`config.mk`:
```
export PLATFORM = sky130hd
export DESIGN_NAME = rbs_merge
export DESIGN_NICKNAME = d
export VERILOG_FILES = /design/src/rtl/core/rbs_pkg.sv /design/src/rtl/core/rbs_merge.sv
export SDC_FILE = /design/constraint.sdc
export NUM_CORES = 1
export LEC_CHECK = 0
export ABC_AREA = 1
export BUFFER_PORTS_ARGS = -buffer_cell sky130_fd_sc_hd__buf_2
export CAP_MARGIN = 25
export CORE_ASPECT_RATIO = 0.6
export CORE_MARGIN = 4
export CORE_UTILIZATION = 45
export CTS_CLUSTER_DIAMETER = 30
export CTS_CLUSTER_SIZE = 20
export DETAILED_ROUTE_END_ITERATION = 6
export PLACE_DENSITY_LB_ADDON = 0.05
export SYNTH_ARGS = -nofsm -noshare
export SYNTH_HDL_FRONTEND = slang
export SYNTH_SLANG_ARGS = --single-unit
export TNS_END_PERCENT = 100
```
`constraint.sdc`:
```
create_clock -name clk -period 9.8 [get_ports clk]
set_input_delay 0.49 -clock clk [delete_from_list [all_inputs] [get_ports clk]]
set_output_delay 0.49 -clock clk [all_outputs]
set_load 0.05 [all_outputs]
```
`src/rtl/core/rbs_pkg.sv`:
```
// ----------------------------------------------------------------------------
// rbs_pkg
// Shared types and constants for the ray/box slab test core.
// ----------------------------------------------------------------------------
package rbs_pkg;

    localparam int DATA_W = 32;       // port width of every coordinate
    localparam int T_W    = 32;       // signed Q16.16 slab distance
    localparam int FRAC   = 16;
    localparam int EXT_W  = 42;       // room for the unbounded near/far marks
    localparam int AXES   = 3;

    localparam logic signed [T_W-1:0]   T_MAX   = 32'sh7FFF_FFFF;
    localparam logic signed [T_W-1:0]   T_MIN   = 32'sh8000_0000;
    localparam logic signed [EXT_W-1:0] POS_INF = 42'sh100_0000_0000;
    localparam logic signed [EXT_W-1:0] NEG_INF = -42'sh100_0000_0000;

    // what one axis lane reports to the merge stage
    typedef struct packed {
        logic signed [T_W-1:0] tmin;
        logic signed [T_W-1:0] tmax;
        logic                  dz;      // direction component is zero
        logic                  in_slab; // origin within the slab
    } lane_res_t;

endpackage

```
`src/rtl/core/rbs_merge.sv`:
```
// ----------------------------------------------------------------------------
// rbs_merge
// Combines the three axis lanes into hit flag and distance (entry if positive, else exit).
// ----------------------------------------------------------------------------
module rbs_merge (
    input  logic                 clk,
    input  logic                 en,
    input  rbs_pkg::lane_res_t   lanes [rbs_pkg::AXES],
    output logic                 hit,
    output logic [30:0]          hit_distance
);
    import rbs_pkg::*;

    logic signed [EXT_W-1:0] near_t, far_t, dist_sel;
    logic                    ok, hit_next;
    logic [30:0]             dist_next;

    always_comb
    begin
        near_t = NEG_INF;
        far_t  = POS_INF;
        ok     = 1'b1;
        for (int a = 0; a < AXES; a++)
        begin
            if (lanes[a].dz)
            begin
                if (!lanes[a].in_slab)
                    ok = 1'b0;
            end
            else
            begin
                if (EXT_W'(lanes[a].tmin) > near_t)
                    near_t = EXT_W'(lanes[a].tmin);
                if (EXT_W'(lanes[a].tmax) < far_t)
                    far_t = EXT_W'(lanes[a].tmax);
            end
        end
        hit_next = ok && (near_t <= far_t) && (far_t >= 0);
        dist_sel = (near_t > 0) ? near_t : far_t;
        if (!hit_next || dist_sel < 0)
            dist_next = '0;
        else if (dist_sel > EXT_W'(T_MAX))
            dist_next = 31'h7FFF_FFFF;
        else
            dist_next = dist_sel[30:0];
    end

    logic        hit_reg;
    logic [30:0] dist_reg;
    always_ff @(posedge clk)
    begin
        if (en)
        begin
            hit_reg  <= hit_next;
            dist_reg <= dist_next;
        end
    end
    assign hit          = hit_reg;
    assign hit_distance = dist_reg;
endmodule

```
==> impl.org <==
** Synth
- Syn_area_per_cell :: between 6 and 7 um^2
- After synthesis the netlist holds a flip-flop and latch count of 32.
- The number of different library cells used by synthesis comes to 43.
- The synthesized netlist devotes 0% of its cell area to XOR and XNOR gates.
- For this run, the leading register cell type out of synthesis is edfxtp_1.
- The number of nets in the synthesized netlist is 1615.
- Portion of the post-synthesis area used by sequential elements :: 12.59%
- The synthesized netlist devotes ~15% of its cell area to compound gates.
- Counting flops with an async set or reset pin after synthesis yields a share of 0%.
- Adder-Cell Fraction of Synth Area :: 26.07%
- In this run, synthesis inferred 32 flip-flops with an integrated enable.
- After Yosys synthesis, and, or, nand and nor cells account for 36.59% of the synthesized area.
- After synthesis, the share of cell area in mux cells is 0%.
- Synthesis Warnings :: 0
- After synthesis, the largest family of logic cells by area is simple AND/OR/NAND/NOR gates.
- Cell count after synthesis :: 1256
- The mapped netlist covers 7630 um^2.

** STA
- Total negative slack :: 0 ns
- Final number of hold-violating endpoints :: 0
- Setup slack on the critical path of the routed design comes to 1.087 ns.
- Based on the critical path, the design can be clocked at up to ~0.11 GHz.
- Final setup vio count :: 0
- The final number of max-transition violations came to 0.
- Setup repair after global routing left no endpoint under its margin.
- Slew at the pin with the worst max-slew slack :: 0.8606 ns
- Final worst-path cycle share :: 88.91%
- Headroom to the max-slew limit came out at 41.15%.
- Across all hold checks on the routed design, the worst slack comes to 0.8013 ns.
- The smallest clock period supported by the final layout is computed as 8.713 ns.

** CTS
- Clock Sinks :: 32
- Count of cells resized by post-cts repair :: 0
- In this run the deepest clock path goes through 2 buffers.
- Cell chosen for the clock root :: clkbuf_16
- Counting the buffers created by CTS gives 5.
- The H-tree generated during clock tree synthesis spans 2 levels.
- Number of buffers added for setup after CTS :: 0
- Clock tree from TritonCTS :: built
- Hold buffer count at CTS :: 0
- Worst-path clk slew :: 0.05 ns

** GRT
- Entering global routing, the biggest net connects 57 pins.
- In this run the most used layer during global routing was met1.
- Number of global-route vias before repair :: about 7800
- In the global route stage, met1 resource usage came out at 44.23%.
- The first global-routing pass estimated 41830 um of wire.
- Initial antenna violation count :: 1
- GRT Resource Usage Total :: 27.36%
- For this run, global-route usage on met3 was measured as 6.341%.
- Overflow left after global routing :: 0
- Global routing consumed, on the met2 layer, a little under two fifths of the routing resources.

** Worst setup path
- Of all nets on the critical path, the largest fanout is 56.
- Crit path DAT :: 8.73 ns
- The worst setup path is captured at a flip-flop.
- For this design, the slowest cell found on the critical path is a2111oi_0.
- Data on the critical path is required at its endpoint by 9.81 ns.
- STA classifies the critical path startpoint as an input port.
- Startpoint-to-endpoint class of the critical path :: input port to flip-flop
- Dominant cell type by count on the critical path :: nand2_1
- In this design, the stage delay of the slowest critical-path cell is 0.69 ns.

** Run
- Maximum Capacitance Violations :: 0

** Pwr
- The worst-case IR drop observed on VDD is 0.08661 mV.
- In this run the static leakage power is around 5.1 nW.
- Power after layout :: ~1.2 mW
- Pwr dens :: 133.0 nW/um^2

** Hold path
- Counting instances, the worst hold path has a depth of 1.
- Hold Path Sink :: hit_distance[22]
- Worst hold start :: en
- Hold Crit Class :: input port to flip-flop

** Drt
- Number of DRC violations after detailed-routing iteration 0 :: 801
- First-pass DRT Iterations :: 5
- Vias :: 8866
- After detailed routing, the number of vias per cell comes to 5.255.
- The detail route stage leaves a number of antenna-violating nets equal to 0.
- Wire per inst :: ~16 um
- Number of remaining DRC errors :: 0
- Final wirelength :: 27020 um

** Die
- The core region is roughly 16000 um^2.
- The initial utilization of the core area, before any placement, comes to 46.41%.
- Pin placement for this block handled 232 I/O pins.
- Floorplan die height :: 108.9 um
- The die covers approximately 19000 um^2.
- The floorplan step set the die width to 176.1 um.
- Number of cell rows :: 36

** Final layout
- Non-filler cells, final :: 1687
- Cells fill roughly 55% of the core in the end.
- Summing all non-filler instances in the final layout gives an area of about 9000 um^2.
- Compared with the post-synthesis result, the final layout area differs by 18.89%.
- Filler cells :: approximately 1700
- NumNets Final :: 1817
- Inserted Diodes :: 0
- The register with the most flip-flops in the layout has 31 of them.
- Cells with a size suffix above 1 make up 18.92% of the layout.

** Placed design
- The placed instances occupy a cell area of ~9000 um^2.
- Global placement routability congestion :: 0.9418
- HPWL after detailed placement :: 23620 um
- The count of buffers added on input and output ports is 231.
- Timing analysis after detailed placement gives a worst setup slack of 1.019 ns.
- Number of placed instances, taps included :: around 1700

** Outcome
- Status :: finished clean
[kinds of logic after synthesis]
kind of cell | Yosys count
AO/OA/AOI/OAI | 219
AND/OR/NAND/NOR | 676
buffers and inverters | 170
adder cells (fa/ha/maj) | 159
flip-flops | 32
[power breakdown]
group | internal, mW | switching, mW | total (mW)
registers | 0.175 | 0.00522 | 0.180
logic | 0.275 | 0.579 | 0.854
clock network | 0.119 | 0.0537 | 0.173
[layout make-up]
cell class / count / area (um^2) / area share, %
clock buffer: 5 / 125.1 / 1.379
clock inverter: 3 / 42.54 / 0.4690
inverter: 124 / 465.4 / 5.131
multi-input combinational: 1054 / 5961 / 65.71
sequential: 32 / 960.9 / 10.59
tap: 228 / 285.3 / 3.145
timing repair buffer: 241 / 1231 / 13.57
[cell usage after synthesis (2+ instances only)]
master,count,share of area [%]
buf_2,7,0.46
a21o_1,2,0.20
and3_1,2,0.16
inv_1,116,5.7
o21ai_1,15,0.98
buf_1,4,0.20
nor3_1,8,0.52
o21bai_1,3,0.30
o21ai_0,119,7.8
a211oi_1,8,0.79
edfxtp_1,32,13
nand2_1,438,22
o2111ai_1,2,0.23
ha_1,159,26
a21oi_1,58,3.8
nand4_1,18,1.5
nor2_1,111,5.5
nor4_1,7,0.57
nand2_2,5,0.41
clkbuf_1,23,1.1
inv_2,7,0.34
buf_4,6,0.59
a31oi_1,2,0.16
nand3b_1,4,0.39
o21a_1,3,0.30
or2_2,6,0.49
buf_6,5,0.74
nand3_1,71,4.7
[placed cells by master (no fill, tap or decap), types with 2 or more instances in the layout]
cell / count
nand2_1: 438
buf_2: 231
ha_1: 159
o21ai_0: 119
inv_1: 115
nor2_1: 111
nand3_1: 71
a21oi_1: 58
edfxtp_1: 32
nand4_1: 18
o21ai_1: 15
buf_4: 10
inv_2: 8
nor3_1: 8
a211oi_1: 8
nor4_1: 7
or2_2: 6
nand2_2: 5
clkbuf_16: 5
nand3b_1: 4
o21bai_1: 3
o21a_1: 3
a21o_1: 2
a31oi_1: 2
and3_1: 2
o2111ai_1: 2
[layer usage]
layer  share of wire [%]  up-vias
met5               0.044        -
met4                0.64        2
met3                  12       18
met2                  36      417
met1                  52     3820
li1                    -     4609
[critical path, delay by kind of cell]
family          cells  cell delay, ns
simple gates       29            2.83
compound gates     10            2.41
buf+inv             8            1.87
fa+ha+maj           3            1.08
[worst max path at each step]
stage	startpoint	endpoint	slack [ns]	cells past startpoint
after CTS	lanes[133]	hit_distance[22]	1.27	50
after detailed placement	lanes[133]	hit_distance[3]	1.02	50
after global routing	lanes[133]	hit_distance[23]	0.32	52
after global placement	lanes[133]	hit_distance[5]	1.06	50
after floorplan	lanes[133]	hit_distance[0]	2.35	53
final	lanes[133]	hit_distance[22]	1.09	50
Note: power is estimated with default switching activity, not from simulation.
